`config.mk`:
```
export PLATFORM = sky130hd
export DESIGN_NAME = disk_block_bitmap_allocator_top
export DESIGN_NICKNAME = d
export VERILOG_FILES = /design/src/dbba_pkg.sv /design/src/dbba_ram.sv /design/src/dbba_out.sv /design/src/dbba_seq.sv /design/src/disk_block_bitmap_allocator_top.sv
export VERILOG_INCLUDE_DIRS = /design/src /design/src/src
export SDC_FILE = /design/constraint.sdc
export NUM_CORES = 1
export LEC_CHECK = 0
export BUFFER_PORTS_ARGS = -buffer_cell sky130_fd_sc_hd__buf_2
export CAP_MARGIN = 20
export CORE_UTILIZATION = 55
export CTS_BUF_LIST = sky130_fd_sc_hd__clkbuf_2 sky130_fd_sc_hd__clkbuf_4 sky130_fd_sc_hd__clkbuf_8
export CTS_CLUSTER_SIZE = 14
export DETAILED_ROUTE_END_ITERATION = 16
export PLACE_DENSITY = 0.75
export SYNTH_ARGS = -nofsm -noshare
export SYNTH_HDL_FRONTEND = slang
export SYNTH_SLANG_ARGS = --single-unit
```
`constraint.sdc`:
```
create_clock -name clock -period 2.7 [get_ports clock]
set_input_delay 0.135 -clock clock [delete_from_list [all_inputs] [get_ports clock]]
set_output_delay 0.135 -clock clock [all_outputs]
set_load 0.02 [all_outputs]
```
`src/disk_block_bitmap_allocator_top_defines.svh`:
```
// assertion macros used by the allocator sequencer
`ifndef DISK_BLOCK_BITMAP_ALLOCATOR_TOP_DEFINES_SVH
`define DISK_BLOCK_BITMAP_ALLOCATOR_TOP_DEFINES_SVH

// same-cycle implication, off during reset
`define DBBA_ASSERT_IMP(label, clk, rst, ante, cons) \
   label: assert property (@(posedge clk) disable iff (rst) (ante) |-> (cons)) \
      else $error("allocator check failed");

// next-cycle implication, off during reset
`define DBBA_ASSERT_NEXT(label, clk, rst, ante, cons) \
   label: assert property (@(posedge clk) disable iff (rst) (ante) |=> (cons)) \
      else $error("allocator check failed");

`endif

```
`src/dbba_pkg.sv`:
```
// shared types, codes and defaults for the block bitmap allocator
`default_nettype none

package dbba_pkg;

   // default sizing
   localparam int NUM_BLOCKS_DEF = 128;
   localparam int MAX_RUN_DEF    = 32;

   // field widths
   localparam int FUNC_W   = 2;
   localparam int START_W  = 7;
   localparam int LEN_W    = 6;
   localparam int BLOCK_W  = 7;
   localparam int STATUS_W = 2;

   // operation codes
   localparam logic [FUNC_W-1:0] FN_CONTIG  = 2'd0;
   localparam logic [FUNC_W-1:0] FN_SCATTER = 2'd1;
   localparam logic [FUNC_W-1:0] FN_MARK    = 2'd2;
   localparam logic [FUNC_W-1:0] FN_NONE    = 2'd3;

   // result status codes
   localparam logic [STATUS_W-1:0] ST_OK    = 2'd0;
   localparam logic [STATUS_W-1:0] ST_USED  = 2'd1;
   localparam logic [STATUS_W-1:0] ST_RANGE = 2'd2;
   localparam logic [STATUS_W-1:0] ST_SPACE = 2'd3;

   // one result item from the sequencer to the output stage
   typedef struct packed {
      logic [BLOCK_W-1:0]  block;
      logic [STATUS_W-1:0] status;
      logic                last;
   } rsp_item_type;

endpackage

`default_nettype wire

```
`src/dbba_ram.sv`:
```
// generic single-write, single-read ram with registered read data
`default_nettype none

module dbba_ram #(
   parameter int WIDTH = 1,
   parameter int DEPTH = 128,
   localparam int AW   = $clog2(DEPTH)
) (
   input  wire logic             clock,
   input  wire logic             wr_en,
   input  wire logic [AW-1:0]    wr_addr,
   input  wire logic [WIDTH-1:0] wr_data,
   input  wire logic             rd_en,
   input  wire logic [AW-1:0]    rd_addr,
   output logic      [WIDTH-1:0] rd_data
);

   logic [WIDTH-1:0] mem [DEPTH];
   logic [WIDTH-1:0] rd_data_ff;

   // write port
   always_ff @(posedge clock) begin
      if (wr_en) begin
         mem[wr_addr] <= wr_data;
      end
   end

   // read port, data holds while not enabled
   always_ff @(posedge clock) begin
      if (rd_en) begin
         rd_data_ff <= mem[rd_addr];
      end
   end

   assign rd_data = rd_data_ff;

endmodule

`default_nettype wire

```
`src/dbba_out.sv`:
```
// result output register for the allocator
`default_nettype none

module dbba_out import dbba_pkg::*; (
   input  wire logic                clock,
   input  wire logic                reset,
   input  wire logic                issue,
   input  wire rsp_item_type        item,
   output logic                     slot_free,
   output logic                     rsp_valid,
   input  wire logic                rsp_stall,
   output logic      [BLOCK_W-1:0]  rsp_block,
   output logic      [STATUS_W-1:0] rsp_status,
   output logic                     rsp_last
);

   logic         valid_ff;
   logic         valid_in;
   rsp_item_type item_ff;

   // slot opens when empty or when the held item leaves this cycle
   assign slot_free = !valid_ff || !rsp_stall;

   always_comb begin
      valid_in = valid_ff;
      if (issue) begin
         valid_in = 1'b1;
      end else if (!rsp_stall) begin
         valid_in = 1'b0;
      end
   end

   // valid flag
   always_ff @(posedge clock) begin
      if (reset) begin
         valid_ff <= 1'b0;
      end else begin
         valid_ff <= valid_in;
      end
   end

   // payload
   always_ff @(posedge clock) begin
      if (issue) begin
         item_ff <= item;
      end
   end

   assign rsp_valid  = valid_ff;
   assign rsp_block  = item_ff.block;
   assign rsp_status = item_ff.status;
   assign rsp_last   = item_ff.last;

endmodule

`default_nettype wire

```
`src/dbba_seq.sv`:
```
// request sequencer: decodes, scans the map one block a cycle unless a stalled result holds it, and emits results
`default_nettype none

`include "disk_block_bitmap_allocator_top_defines.svh"

module dbba_seq import dbba_pkg::*; #(
   parameter int NUM_BLOCKS = NUM_BLOCKS_DEF,
   parameter int MAX_RUN    = MAX_RUN_DEF,
   localparam int AW        = $clog2(NUM_BLOCKS)
) (
   input  wire logic               clock,
   input  wire logic               reset,
   input  wire logic               req_valid,
   input  wire logic [FUNC_W-1:0]  req_func,
   input  wire logic [START_W-1:0] req_start_req,
   input  wire logic [LEN_W-1:0]   req_length,
   output logic                    idle,
   input  wire logic               out_free,
   output logic                    issue,
   output rsp_item_type            item,
   output logic                    wr_en,
   output logic      [AW-1:0]      wr_addr,
   output logic                    wr_data,
   output logic                    rd_en,
   output logic      [AW-1:0]      rd_addr,
   input  wire logic               rd_data
);

   // block counters hold the disk size and start plus length
   localparam int CW = (AW + 1 > 8) ? AW + 1 : 8;
   localparam logic [CW-1:0] NB_C = CW'(NUM_BLOCKS);

   localparam logic [2:0] S_CLEAR   = 3'd0;
   localparam logic [2:0] S_IDLE    = 3'd1;
   localparam logic [2:0] S_DECODE  = 3'd2;
   localparam logic [2:0] S_SCAN    = 3'd3;
   localparam logic [2:0] S_FILL    = 3'd4;
   localparam logic [2:0] S_WALK    = 3'd5;
   localparam logic [2:0] S_MARK_EV = 3'd6;
   localparam logic [2:0] S_ONE     = 3'd7;

   logic [2:0]          state_ff,      state_in;
   logic                pend_ff,       pend_in;
   logic [CW-1:0]       rd_addr_ff,    rd_addr_in;
   logic [CW-1:0]       ev_addr_ff,    ev_addr_in;
   logic [CW-1:0]       start_ff,      start_in;
   logic [CW-1:0]       end_ff,        end_in;
   logic [FUNC_W-1:0]   func_ff,       func_in;
   logic [LEN_W-1:0]    len_ff,        len_in;
   logic [LEN_W-1:0]    cnt_ff,        cnt_in;
   logic [CW-1:0]       res_block_ff,  res_block_in;
   logic [STATUS_W-1:0] res_status_ff, res_status_in;

   logic walk_take;
   logic walk_last;
   logic fill_last;
   logic len_bad;

   assign idle      = (state_ff == S_IDLE);
   assign walk_take = pend_ff && !rd_data;
   assign walk_last = ((cnt_ff + LEN_W'(1)) == len_ff);
   assign fill_last = ((rd_addr_ff + CW'(1)) == end_ff);
   assign len_bad   = (len_ff == '0) || ({1'b0, len_ff} > (LEN_W + 1)'(MAX_RUN));

   // next-state and datapath control
   always_comb begin
      state_in      = state_ff;
      pend_in       = pend_ff;
      rd_addr_in    = rd_addr_ff;
      ev_addr_in    = ev_addr_ff;
      start_in      = start_ff;
      end_in        = end_ff;
      func_in       = func_ff;
      len_in        = len_ff;
      cnt_in        = cnt_ff;
      res_block_in  = res_block_ff;
      res_status_in = res_status_ff;
      issue         = 1'b0;
      item          = '0;
      wr_en         = 1'b0;
      wr_addr       = rd_addr_ff[AW-1:0];
      wr_data       = 1'b1;
      rd_en         = 1'b0;
      rd_addr       = rd_addr_ff[AW-1:0];

      unique case (state_ff)
         // clearing pass over the map after reset
         S_CLEAR: begin
            wr_en      = 1'b1;
            wr_data    = 1'b0;
            rd_addr_in = rd_addr_ff + CW'(1);
            if (rd_addr_ff == NB_C - CW'(1)) begin
               state_in = S_IDLE;
            end
         end

         // take a new item
         S_IDLE: begin
            if (req_valid) begin
               func_in  = req_func;
               start_in = CW'(req_start_req);
               len_in   = req_length;
               state_in = S_DECODE;
            end
         end

         // range checks and dispatch
         S_DECODE: begin
            end_in        = start_ff + CW'(len_ff);
            rd_addr_in    = start_ff;
            pend_in       = 1'b0;
            cnt_in        = '0;
            res_block_in  = start_ff;
            res_status_in = ST_RANGE;
            priority if (func_ff == FN_NONE) begin
               state_in = S_IDLE;
            end else if (start_ff >= NB_C) begin
               state_in = S_ONE;
            end else if (func_ff == FN_MARK) begin
               rd_en    = 1'b1;
               rd_addr  = start_ff[AW-1:0];
               state_in = S_MARK_EV;
            end else if (len_bad) begin
               state_in = S_ONE;
            end else if (func_ff == FN_CONTIG && (start_ff + CW'(len_ff)) > NB_C) begin
               state_in = S_ONE;
            end else if (func_ff == FN_CONTIG) begin
               state_in = S_SCAN;
            end else begin
               state_in = S_WALK;
            end
         end

         // single block mark
         S_MARK_EV: begin
            if (out_free) begin
               issue      = 1'b1;
               item.block = start_ff[BLOCK_W-1:0];
               item.last  = 1'b1;
               if (rd_data) begin
                  item.status = ST_USED;
               end else begin
                  wr_en       = 1'b1;
                  wr_addr     = start_ff[AW-1:0];
                  item.status = ST_OK;
               end
               state_in = S_IDLE;
            end
         end

         // contiguous run: check every block before marking any
         S_SCAN: begin
            if (pend_ff && rd_data) begin
               res_block_in  = ev_addr_ff;
               res_status_in = ST_USED;
               pend_in       = 1'b0;
               state_in      = S_ONE;
            end else if (rd_addr_ff != end_ff) begin
               rd_en      = 1'b1;
               rd_addr_in = rd_addr_ff + CW'(1);
               ev_addr_in = rd_addr_ff;
               pend_in    = 1'b1;
            end else if (pend_ff) begin
               pend_in = 1'b0;
            end else begin
               rd_addr_in = start_ff;
               state_in   = S_FILL;
            end
         end

         // contiguous run: mark and report one block a cycle while the result slot is free
         S_FILL: begin
            if (out_free) begin
               wr_en       = 1'b1;
               issue       = 1'b1;
               item.block  = rd_addr_ff[BLOCK_W-1:0];
               item.status = ST_OK;
               item.last   = fill_last;
               rd_addr_in  = rd_addr_ff + CW'(1);
               if (fill_last) begin
                  state_in = S_IDLE;
               end
            end
         end

         // scattered run: read ahead while the previous block is taken or skipped
         S_WALK: begin
            if (!walk_take || out_free) begin
               if (walk_take) begin
                  wr_en       = 1'b1;
                  wr_addr     = ev_addr_ff[AW-1:0];
                  issue       = 1'b1;
                  item.block  = ev_addr_ff[BLOCK_W-1:0];
                  item.status = ST_OK;
                  item.last   = walk_last;
                  cnt_in      = cnt_ff + LEN_W'(1);
               end
               priority if (walk_take && walk_last) begin
                  pend_in  = 1'b0;
                  state_in = S_IDLE;
               end else if (rd_addr_ff < NB_C) begin
                  rd_en      = 1'b1;
                  rd_addr_in = rd_addr_ff + CW'(1);
                  ev_addr_in = rd_addr_ff;
                  pend_in    = 1'b1;
               end else if (pend_ff) begin
                  pend_in = 1'b0;
               end else begin
                  res_block_in  = '0;
                  res_status_in = ST_SPACE;
                  state_in      = S_ONE;
               end
            end
         end

         // single closing result: range error, used block or out of space
         S_ONE: begin
            if (out_free) begin
               issue       = 1'b1;
               item.block  = res_block_ff[BLOCK_W-1:0];
               item.status = res_status_ff;
               item.last   = 1'b1;
               state_in    = S_IDLE;
            end
         end
      endcase
   end

   // control registers
   always_ff @(posedge clock) begin
      if (reset) begin
         state_ff   <= S_CLEAR;
         pend_ff    <= 1'b0;
         rd_addr_ff <= '0;
      end else begin
         state_ff   <= state_in;
         pend_ff    <= pend_in;
         rd_addr_ff <= rd_addr_in;
      end
   end

   // item and scan payload
   always_ff @(posedge clock) begin
      ev_addr_ff    <= ev_addr_in;
      start_ff      <= start_in;
      end_ff        <= end_in;
      func_ff       <= func_in;
      len_ff        <= len_in;
      cnt_ff        <= cnt_in;
      res_block_ff  <= res_block_in;
      res_status_ff <= res_status_in;
   end

   `DBBA_ASSERT_IMP(a_issue_slot_free, clock, reset, issue, out_free)
   `DBBA_ASSERT_IMP(a_wr_rd_apart, clock, reset, wr_en && rd_en, wr_addr != rd_addr)
   `DBBA_ASSERT_NEXT(a_accept_decode, clock, reset, idle && req_valid, state_ff == S_DECODE)
   `DBBA_ASSERT_IMP(a_pend_in_scan, clock, reset, pend_ff, state_ff == S_SCAN || state_ff == S_WALK)

endmodule

`default_nettype wire

```
`src/disk_block_bitmap_allocator_top.sv`:
```
// free block bitmap allocator top level
//
//   channel | ports                              | direction
//   --------+------------------------------------+----------
//   request | req_valid req_stall req_func        | in
//           | req_start_req req_length            |
//   result  | rsp_valid rsp_stall rsp_block       | out
//           | rsp_status rsp_last                 |
//
// one item at a time; the map is read and written one block per cycle while no stalled
// result holds it, through a single ram port pair, which sets the item time
// after reset a clearing pass marks every block free before the first item
// req_stall is high while the sequencer is not idle, during that pass as well
// a stalled result holds the sequencer
`default_nettype none

module disk_block_bitmap_allocator_top import dbba_pkg::*; #(
   parameter int NUM_BLOCKS = NUM_BLOCKS_DEF,
   parameter int MAX_RUN    = MAX_RUN_DEF
) (
   input  wire logic                clock,
   input  wire logic                reset,
   input  wire logic                req_valid,
   output logic                     req_stall,
   input  wire logic [FUNC_W-1:0]   req_func,
   input  wire logic [START_W-1:0]  req_start_req,
   input  wire logic [LEN_W-1:0]    req_length,
   output logic                     rsp_valid,
   input  wire logic                rsp_stall,
   output logic      [BLOCK_W-1:0]  rsp_block,
   output logic      [STATUS_W-1:0] rsp_status,
   output logic                     rsp_last
);

   localparam int AW = $clog2(NUM_BLOCKS);

   logic         seq_idle;
   logic         out_free;
   logic         issue;
   rsp_item_type item;
   logic         wr_en;
   logic [AW-1:0] wr_addr;
   logic         wr_data;
   logic         rd_en;
   logic [AW-1:0] rd_addr;
   logic [0:0]   rd_data;

   assign req_stall = !seq_idle;

   // allocation map, one bit per block
   dbba_ram #(
      .WIDTH (1),
      .DEPTH (NUM_BLOCKS)
   ) u_map (
      .clock   (clock),
      .wr_en   (wr_en),
      .wr_addr (wr_addr),
      .wr_data (wr_data),
      .rd_en   (rd_en),
      .rd_addr (rd_addr),
      .rd_data (rd_data)
   );

   // sequencer
   dbba_seq #(
      .NUM_BLOCKS (NUM_BLOCKS),
      .MAX_RUN    (MAX_RUN)
   ) u_seq (
      .clock         (clock),
      .reset         (reset),
      .req_valid     (req_valid),
      .req_func      (req_func),
      .req_start_req (req_start_req),
      .req_length    (req_length),
      .idle          (seq_idle),
      .out_free      (out_free),
      .issue         (issue),
      .item          (item),
      .wr_en         (wr_en),
      .wr_addr       (wr_addr),
      .wr_data       (wr_data),
      .rd_en         (rd_en),
      .rd_addr       (rd_addr),
      .rd_data       (rd_data[0])
   );

   // result register
   dbba_out u_out (
      .clock      (clock),
      .reset      (reset),
      .issue      (issue),
      .item       (item),
      .slot_free  (out_free),
      .rsp_valid  (rsp_valid),
      .rsp_stall  (rsp_stall),
      .rsp_block  (rsp_block),
      .rsp_status (rsp_status),
      .rsp_last   (rsp_last)
   );

endmodule

`default_nettype wire
```
==> Word level (Yosys, flattened, before mapping) <==
Memories as Yosys holds them, arrays and structs flattened. A register that Yosys moved wholly into a read port is not among the register bits.
Cells that the tools add are included.
{ "op_classes": {"order_cmp": 4, "n_mux": 87, "eq_ne": 33, "n_reduce_logical": 28, "addsub": 3} }
{ "ops": {"columns": ["cell", "n"], "rows": [
  ["$mux 7", 18],
  ["$mux 8", 7],
  ["$mux 3", 18],
  ["$mux 10", 5],
  ["$pmux 10 s4", 1],
  ["$pmux 8 s5", 1],
  ["$pmux 7 s2", 2],
  ["$pmux 3 s7", 1],
  ["$pmux 7 s3", 1],
  ["$mux 1", 20],
  ["$ne 2x1->1 const B", 10],
  ["$eq 3x3->1 const B", 4],
  ["$mux 6", 2],
  ["$pmux 6 s2", 1],
  ["$reduce_and 6->1", 2],
  ["$mux 2", 5],
  ["$ne 2x2->1 const B", 5],
  ["$reduce_and 10->1", 1],
  ["$ne 3x3->1 const B", 3],
  ["$add 7x6->8", 1],
  ["$add 8x1->8 const B", 1],
  ["$eq 8x7->1 const B", 1],
  ["$eq 8x8->1", 1],
  ["$ge 7x8->1 const B", 1],
  ["28 further kinds", 43]
]} }
{ "totals": {"ramBits": 128, "register_bits": 68, "n_memories": 1, "word_cells": 171} }
{ "mem_list": {"columns": ["memory", "words", "word_bits", "read_ports", "rd_clocked_by_memory_dff", "write_ports", "line", "text"], "rows": [
  ["u_map.mem", 128, 1, 1, 1, 1, "dbba_ram.sv:18", "logic [WIDTH-1:0] mem [DEPTH];"]
]} }

==> Longest topological paths before layout <==
Gate-level depths: netlist of the first run.
{ "logic_depth": {"ltp_word": 9, "mapped_depth": 12} }

==> Hierarchy <==
A second synthesis of the first run with hierarchy kept.
{ "hier_totals": {"hier_cells": 795, "hier_area_um2": 9758.1} }
{ "by_module_without_submodules": {"columns": ["module", "area_per_inst_um2", "n_inst", "cells_each"], "rows": [
  ["dbba_ram", 5729.2, 1, 395],
  ["dbba_seq", 3692.3, 1, 385],
  ["dbba_out", 332.8, 1, 14],
  ["disk_block_bitmap_allocator_top", 3.8, 1, 1]
]} }

==> Least setup slack after synthesis of the first run <==
OpenSTA, ideal clock, no wires.
{ "synth_path": {"path_kind": "register to register", "start": "register u_seq.state_ff[2]", "end": "register u_seq.state_ff[0]", "t_arrival_ps": 2860, "path_slack_ps": -248, "path_stages_with_launch": 6, "path_cell_list": "dfxtp_1 clkbuf_1 inv_1 nand2_1 o21ai_0 o31ai_1"} }
{ "synth_via": {"elab_chain_cells": 4, "elab_cells_between_ends": 21, "classes_between": "17 x eq/ne; 1 x mux; 3 x reduce/logical"} }
{ "synth_rtl": {"columns": ["element", "line", "text"], "rows": [
  ["start: declaration", "dbba_seq.sv:42", "logic [2:0] state_ff, state_in;"],
  ["start signal: assignment", "dbba_seq.sv:236", "state_ff <= state_in;"],
  ["$eq 3x3->1", "dbba_seq.sv:86", "unique case (state_ff)"],
  ["$reduce_or 2->1 (no line)", null, null],
  ["$ne 2x1->1 (no line)", null, null],
  ["$reduce_and 10->1 (no line)", null, null]
]} }
Several ways; a longest one is shown, not always the timed one.
A chain may end at the register's enable or synchronous reset.

==> Final worst setup path of the first run <==
{ "layout_path": {"start": "register u_seq.state_ff[0]", "end": "register u_map.rd_data_ff, in the netlist u_map.rd_data, read port of u_map.mem, data pin"} }
{ "layout_via": {"elab_chain_cells": 2, "elab_cells_between_ends": 5, "classes_between": "3 x eq/ne; 2 x mux"} }
{ "layout_rtl": {"columns": ["element", "line", "text"], "rows": [
  ["$eq 3x3->1 / $eq 3x2->1 (equally long branches)", "dbba_seq.sv:86", null],
  ["$pmux 1 s3 / $mux 7 (equally long branches)", "dbba_seq.sv:86", null],
  ["end: declaration", "dbba_ram.sv:19", "logic [WIDTH-1:0] rd_data_ff;"]
]} }
Several ways; a longest one is shown, not always the timed one.

==> impl_metrics.py, run 1 <==
metrics = {
    "floorplanning": {
        "start_util": 0.567,
        "die_w_um": 136,
        "core_area_um2": 17400,
        "die_area_um2": 18400,
        "ioPinCount": 31,
        "rows": 48,
        "die_y_um": 136,
    },
    "logic_synthesis": {
        "yosysSeqAreaShare": 0.588,
        "synth_cell_types": 65,
        "synth_warnings": 0,
        "synth-edff-count": 184,
        "synth.avg_cell_area_um2": 11.0,
        "synth_top_area_frac": 0.561,
        "yosys_register_bits": 197,
        "yosys-top-cells-area": "edfxtp_1 (56%), nor2_1 (6.6%), mux2i_1 (5.8%)",
        "synth_top_cell_by_area": "edfxtp_1",
        "synthArstFlopShare": 0,
        "synthCells": 892,
        "synth-main-ff-cell": "edfxtp_1",
        "synth.net_count": 920,
        "syn_area_um2": 9840,
    },
    "timing": {
        "finalCriticalPeriod_ps": 2840,
        "timing_hold_violations_final": 0,
        "setup_slack_ps": -140,
        "drv_slew": 0,
        "rsz0062_at_grt": "true",
        "tns_ps": -462,
        "finalClockSkew_ps": 12.6,
        "period_share": 1.05,
        "relSlewSlack": 0.481,
        "fmax_ghz": 0.352,
        "worst_pin_slew_ps": 771,
        "final-setup-viol-count": 7,
    },
    "status": {
        "violations": "setup timing",
        "status": "complete, but fails checks",
    },
    "global_routing": {
        "gr-usage-met3": 0.0494,
        "grt_antenna_before_repair": 0,
        "gr-usage-met1": 0.378,
        "grt_max_degree": 91,
        "grt_pass1_wl_um": 38600,
        "grt_remaining_overflow": 0,
        "grt_pass1_vias": 7329,
        "grt_usage": 0.282,
        "grtUsageMet2": 0.446,
        "grt.busiest_layer": "met2",
    },
    "power_and_ir_drop": {
        "clkPwrFrac": 0.171,
        "p_sw_uw": 3870,
        "pwr-share-seq": 0.393,
        "p_comb_frac": 0.436,
        "p_per_area_nw_per_um2": 820,
        "p_int_uw": 6390,
        "sw_frac_of_total": 0.377,
        "power_leakage_uw": 0.00444,
        "ir_drop_mv": 0.543,
    },
    "detailed_routing": {
        "num_vias": 8024,
        "first_iter_violations": 974,
        "drc": 0,
        "via_per_inst": 6.22,
        "drt-pass1-iter-count": 7,
        "routed_wl_um": 26800,
        "final_antenna_net_count": 0,
        "wl_per_cell_um": 20.8,
    },
    "clocking": {
        "cts_root_buf": "clkbuf_8",
        "cts_buffer_depth": 2,
        "clock_latency_ps": 480,
        "cts_tree": "done",
        "numClockSinks": 197,
        "numCtsBuffers": 17,
        "path_clk_slew_ps": 110,
        "cts_htree_levels": 4,
    },
    "worst_setup_path": {
        "cp_data_required_time_ps": 2920,
        "critPathCaptureType": "register",
        "cp_max_fo": 8,
        "critPathKind": "reg -> reg",
        "cp.arrival_ps": 3060,
        "rrSetupSlack_ps": -140,
        "start_kind": "register",
    },
    "cells_and_area": {
        "final_cells": 1289,
        "mostFrequentLayoutCells": "edfxtp_1 (184), buf_4 (115), nor2_1 (103)",
        "layout_commonest_cell": "edfxtp_1",
        "finish.utilization": 0.721,
        "fin_nets": 1080,
        "fillCellCount": 1142,
        "area_delta_synth_final_pct": 27.2,
        "final-seq-area_um2": 5790,
        "drive_gt1_frac": 0.327,
        "multi_input_area_um2": 4430,
        "num_antenna_cells": 0,
    },
    "hold_path": {
        "hold_class": "in -> reg",
    },
    "placement": {
        "dp.cells": 1215,
        "port-buffer-count": 30,
        "place_congestion": 0.928,
        "dp_hpwl_um": 17200,
    },
    "run": {
        "maxCapViolCount": 0,
    },
}
==> what timing repair did <==
item | 4_1_cts | 5_1_grt
endpoints found under the setup margin | 111 | 145
gates cloned | 0 | 3
resized for setup | 30 | 154
buffers inserted | 5 | 17
hold buffers | 18 | 0
endpoints found under the hold margin | 22 | 0
pin swaps | 14 | 22
==> cell families after synthesis <==
group | share of synthesized area
mux | 0.0618
buf+inv | 0.0259
flops | 0.588
compound gates | 0.128
fa+ha+maj | 0.0122
xor+xnor | 0.0263
simple gates | 0.158
==> layer usage <==
metal	share of wire	wire [um]	vias to the layer above
met4	0.033	882	0
met5	0	0	-
li1	-	-	3614
met2	0.48	12800	470
met1	0.40	10800	3852
met3	0.089	2370	88
==> flip-flops by register name, indices dropped and copies added (netlist names) <==
name                 flops
u_seq.pend_ff            1
u_seq.res_status_ff      2
u_map.rd_data            1
u_out.rsp_valid          1
u_seq.rd_addr_ff         8
u_seq.end_ff             8
u_out.rsp_block          7
u_seq.ev_addr_ff         7
u_out.rsp_status         2
u_seq.start_ff           7
u_seq.func_ff            2
u_seq.len_ff             6
u_seq.cnt_ff             6
u_seq.res_block_ff       7
u_map.mem              128
u_out.rsp_last           1
u_seq.state_ff           3
==> path summary, 6_finish.rpt <==
kind / startpoint / endpoint / depth (start not counted)
setup / recovery: u_seq.state_ff[0]$_SDFFE_PP0P_ / u_map.rd_data$_DFFE_PP_ / 10
setup reg to reg: u_seq.state_ff[0]$_SDFFE_PP0P_ / u_map.rd_data$_DFFE_PP_ / 10
hold reg to reg: u_seq.res_status_ff[1]$_DFFE_PP_ / u_out.rsp_status[1]$_DFFE_PP_ / 2
hold / removal: req_length[5] / u_seq.len_ff[5]$_DFFE_PP_ / 2
==> worst max-delay path, cell delays in order, from the launching register on <==
cell      delay [ps]
dfxtp_2          340
or3b_4           440
buf_4            170
o21ai_4          170
nand2_4          100
buf_6            160
a211o_1          290
a311oi_2         350
a311oi_1          90
nor4b_1          340
a22oi_1          110
==> synth_stat cells, types with 3 or more instances <==
| cell type | n |
|---|---|
| xnor2_1 | 19 |
| o311a_1 | 3 |
| nand2b_1 | 6 |
| a21o_1 | 3 |
| o22a_1 | 7 |
| a311oi_1 | 7 |
| o21a_1 | 7 |
| nand3_1 | 26 |
| o211ai_1 | 5 |
| inv_1 | 16 |
| edfxtp_1 | 184 |
| o21ai_0 | 36 |
| buf_4 | 4 |
| a31oi_1 | 9 |
| ha_1 | 8 |
| nand2_1 | 73 |
| or2_2 | 3 |
| o31ai_1 | 3 |
| or3_1 | 3 |
| and3_1 | 7 |
| and2_1 | 9 |
| a211o_1 | 3 |
| buf_1 | 5 |
| o21bai_1 | 3 |
| dfxtp_1 | 13 |
| a22o_1 | 7 |
| a222oi_1 | 5 |
| a22oi_1 | 3 |
| o22ai_1 | 18 |
| clkbuf_1 | 30 |
| nor2b_1 | 12 |
| nor3b_1 | 6 |
| mux2i_1 | 57 |
| a211oi_1 | 11 |
| buf_2 | 6 |
| a2111oi_0 | 3 |
| nor3_1 | 9 |
| xor2_1 | 8 |
| nor2_1 | 172 |
| a21oi_1 | 47 |
| nor4_1 | 6 |
==> cell type report <==
class                      count  share of cell area
sequential                   197               0.463
timing repair buffer         186               0.127
inverter                      17             0.00550
clock buffer                  17              0.0187
multi-input combinational    633               0.354
clock inverter                14             0.00940
tap                          225              0.0225
==> power groups by stage <==
stage	logic, uW	registers [uW]	clock network [uW]
6_report	4470	4030	1760
5_1_grt	4710	4050	1880
4_1_cts	3730	4010	1770
3_5_place_dp	3550	4070	0
3_3_place_gp	3500	4060	0
2_1_floorplan	2090	4090	0
==> stage by stage <==
step / total power (uW) / hold slack, ps / setup slack [ps] / area, um^2
2_1_floorplan: 6180 / 234 / 2.34 / 9860
3_3_place_gp: 7560 / 312 / -190 / 11100
3_5_place_dp: 7630 / 313 / -220 / 11100
4_1_cts: 9520 / 346 / -42.0 / 11700
5_1_grt: 10600 / 356 / -193 / 12500
6_report: 10300 / 363 / -140 / 12500
(Power assumes the default switching activity.)
==> inputs of run 2 (changes only) <==
--- a/config.mk
+++ b/config.mk
@@ -6,6 +6,7 @@
 export SDC_FILE = /design/constraint.sdc
 export NUM_CORES = 1
 export LEC_CHECK = 0
+export ABC_CLOCK_PERIOD_IN_PS = 2500
 export BUFFER_PORTS_ARGS = -buffer_cell sky130_fd_sc_hd__buf_2
 export CAP_MARGIN = 20
 export CORE_UTILIZATION = 55
==> constraint.sdc (replaced) <==
create_clock -name clock -period 2.5 [get_ports clock]
set_input_delay 0.125 -clock clock [delete_from_list [all_inputs] [get_ports clock]]
set_output_delay 0.125 -clock clock [all_outputs]
set_load 0.02 [all_outputs]
==> run 2 against run 1 <==
  * The run still ends with setup timing left
  * Utilization is 5.1 points higher
  * First-iteration DRC count is 14% higher
  * Via count is 5.3% higher
  * Cell count is 4.3% higher
  * Flip-flop and latch count stayed put
  * Sequential power is 7.2% higher
  * Worst hold slack worse by 7.8 ps
  * Non-clock buffer count is 54 higher
  * Die area stayed put
  * Highest routed layer unchanged
==> impl_metrics.py, run 2 (synthesized netlist as in run 1, its figures left out) <==
metrics = {
    "run": {
        "maxCapViolCount": 0,
    },
    "cells_and_area": {
        "finish.utilization": 0.772,
        "multi_input_area_um2": 4730,
        "final_cells": 1344,
        "mostFrequentLayoutCells": "edfxtp_1 (184), buf_4 (154), nor2_1 (112)",
        "largest_reg_flops": 128,
        "fin_nets": 1134,
        "final-seq-area_um2": 5800,
        "num_antenna_cells": 0,
        "top_register": "u_map.mem",
        "top_regs": "u_map.mem: 128 flops, u_seq.end_ff: 8 flops, u_seq.rd_addr_ff: 8 flops",
        "fillCellCount": 1006,
        "layout_commonest_cell": "edfxtp_1",
        "drive_gt1_frac": 0.374,
        "area_delta_synth_final_pct": 36.1,
    },
    "timing": {
        "tns_ps": -9800,
        "setup_slack_ps": -304,
        "fmax_ghz": 0.357,
        "relSlewSlack": 0.490,
        "finalCriticalPeriod_ps": 2800,
        "finalClockSkew_ps": 17.1,
        "period_share": 1.12,
        "rsz0062_at_grt": "true",
        "drv_slew": 0,
        "timing_hold_violations_final": 0,
        "final-setup-viol-count": 110,
        "worst_pin_slew_ps": 764,
    },
    "global_routing": {
        "grt_max_degree": 49,
        "grt_pass1_vias": 7755,
        "grt_remaining_overflow": 0,
        "grt_pass1_wl_um": 40900,
        "grt_antenna_before_repair": 0,
        "grt_usage": 0.298,
    },
    "detailed_routing": {
        "num_vias": 8446,
        "drc": 0,
        "wl_per_cell_um": 21.7,
        "routed_wl_um": 29200,
        "drt-pass1-iter-count": 7,
        "final_antenna_net_count": 0,
        "first_iter_violations": 1111,
        "via_per_inst": 6.28,
    },
    "power_and_ir_drop": {
        "p_per_area_nw_per_um2": 852,
        "power_leakage_uw": 0.00486,
        "ir_drop_mv": 0.719,
    },
    "worst_setup_path": {
        "critPathCaptureType": "register",
        "critPathKind": "reg -> reg",
        "r2r_cells": 11,
        "cp_slowest_cell": "or3b_4",
        "slowest_delay_ps": 450,
        "cp_data_required_time_ps": 2720,
        "cp_max_fo": 7,
        "cp.arrival_ps": 3020,
        "start_kind": "register",
        "crit_path_cell_trace": "or3b_4 > inv_6 > nand3_2 > nand2_4 > buf_12 > buf_4 > mux2i_1 > o22a_1 > a31oi_4 > a2111oi_4 > a22oi_1",
    },
    "hold_path": {
        "hold_class": "in -> reg",
        "whs_path_depth": 2,
    },
    "floorplanning": {
        "die_w_um": 136,
        "die_area_um2": 18400,
        "start_util": 0.567,
        "die_y_um": 136,
        "ioPinCount": 31,
        "rows": 48,
        "core_area_um2": 17400,
    },
    "placement": {
        "port-buffer-count": 30,
        "place_congestion": 0.920,
        "dp_hpwl_um": 17900,
        "dp.cells": 1256,
    },
    "status": {
        "status": "complete, but fails checks",
        "violations": "setup timing",
    },
    "clocking": {
        "clock_latency_ps": 470,
        "cts_tree": "done",
        "numCtsBuffers": 17,
        "cts_htree_levels": 4,
        "path_clk_slew_ps": 110,
        "numClockSinks": 197,
        "cts_root_buf": "clkbuf_8",
        "cts_buffer_depth": 2,
    },
}
-- run 2: changes by cell type in the layout (fill, tap and decap cells not counted), sizes merged --
cell,change
buf,+53
bufinv,+1
clkbuf,+1
clkinv,+3
clkinvlp,-3
-- run 2: worst max-delay path, delay by kind of cell (launching register included) --
kind            cells  cell delay [ps]
compound gates      4              870
simple gates        3              710
buf+inv             3              390
flops               1              340
mux                 1              250
-- run 2: path summary, 6_finish.rpt --
kind,startpoint,to,slack (ps)
max,u_seq.state_ff[0]$_SDFFE_PP0P_,u_map.rd_data$_DFFE_PP_,-300
min,req_length[5],u_seq.len_ff[5]$_DFFE_PP_,360
max reg2reg,u_seq.state_ff[0]$_SDFFE_PP0P_,u_map.rd_data$_DFFE_PP_,-300
min reg2reg,u_seq.res_status_ff[1]$_DFFE_PP_,u_out.rsp_status[1]$_DFFE_PP_,570
-- run 2: final cells by class --
cell class	count	share of cell area
clock buffers	17	0.0175
clock inverters	15	0.0107
inverters	17	0.00514
multi-input cells	633	0.353
flip-flops and latches	197	0.433
well taps	225	0.0210
repair buffers	240	0.160
-- run 2: repair_timing --
item / CTS / global route
setup endpoints to repair: 148 / 148
hold buffers: 18 / 0
pin swaps: 14 / 44
hold endpoints to repair: 21 / 0
cloned: 0 / 4
buffers inserted: 9 / 25
resized for setup: 41 / 197
-- run 2: where the power goes --
| group | total (uW) | internal, uW | switching, uW |
|---|---|---|---|
| clock | 2010 | 815 | 1200 |
| sequential | 4320 | 4180 | 148 |
| combinational | 5080 | 2190 | 2880 |
| total | 11400 | 7190 | 4230 |
-- run 2: per-layer routing --
metal	up-vias	GRT usage	share of wire
li1	3721	-	-
met1	4105	0.398	0.39
met2	516	0.479	0.48
met3	104	0.0580	0.090
met4	0	0.120	0.038
met5	-	0	0
-- run 2: metrics by stage --
stage / area [um^2] / total power, uW / setup WS [ps] / hold WS [ps]
floorplan: 9920 / 6720 / -34.5 / 224
global placement: 11500 / 8480 / -287 / 302
detailed placement: 11500 / 8560 / -421 / 303
CTS: 12300 / 10700 / -243 / 321
global route: 13400 / 11800 / -353 / 336
finish: 13400 / 11400 / -304 / 355
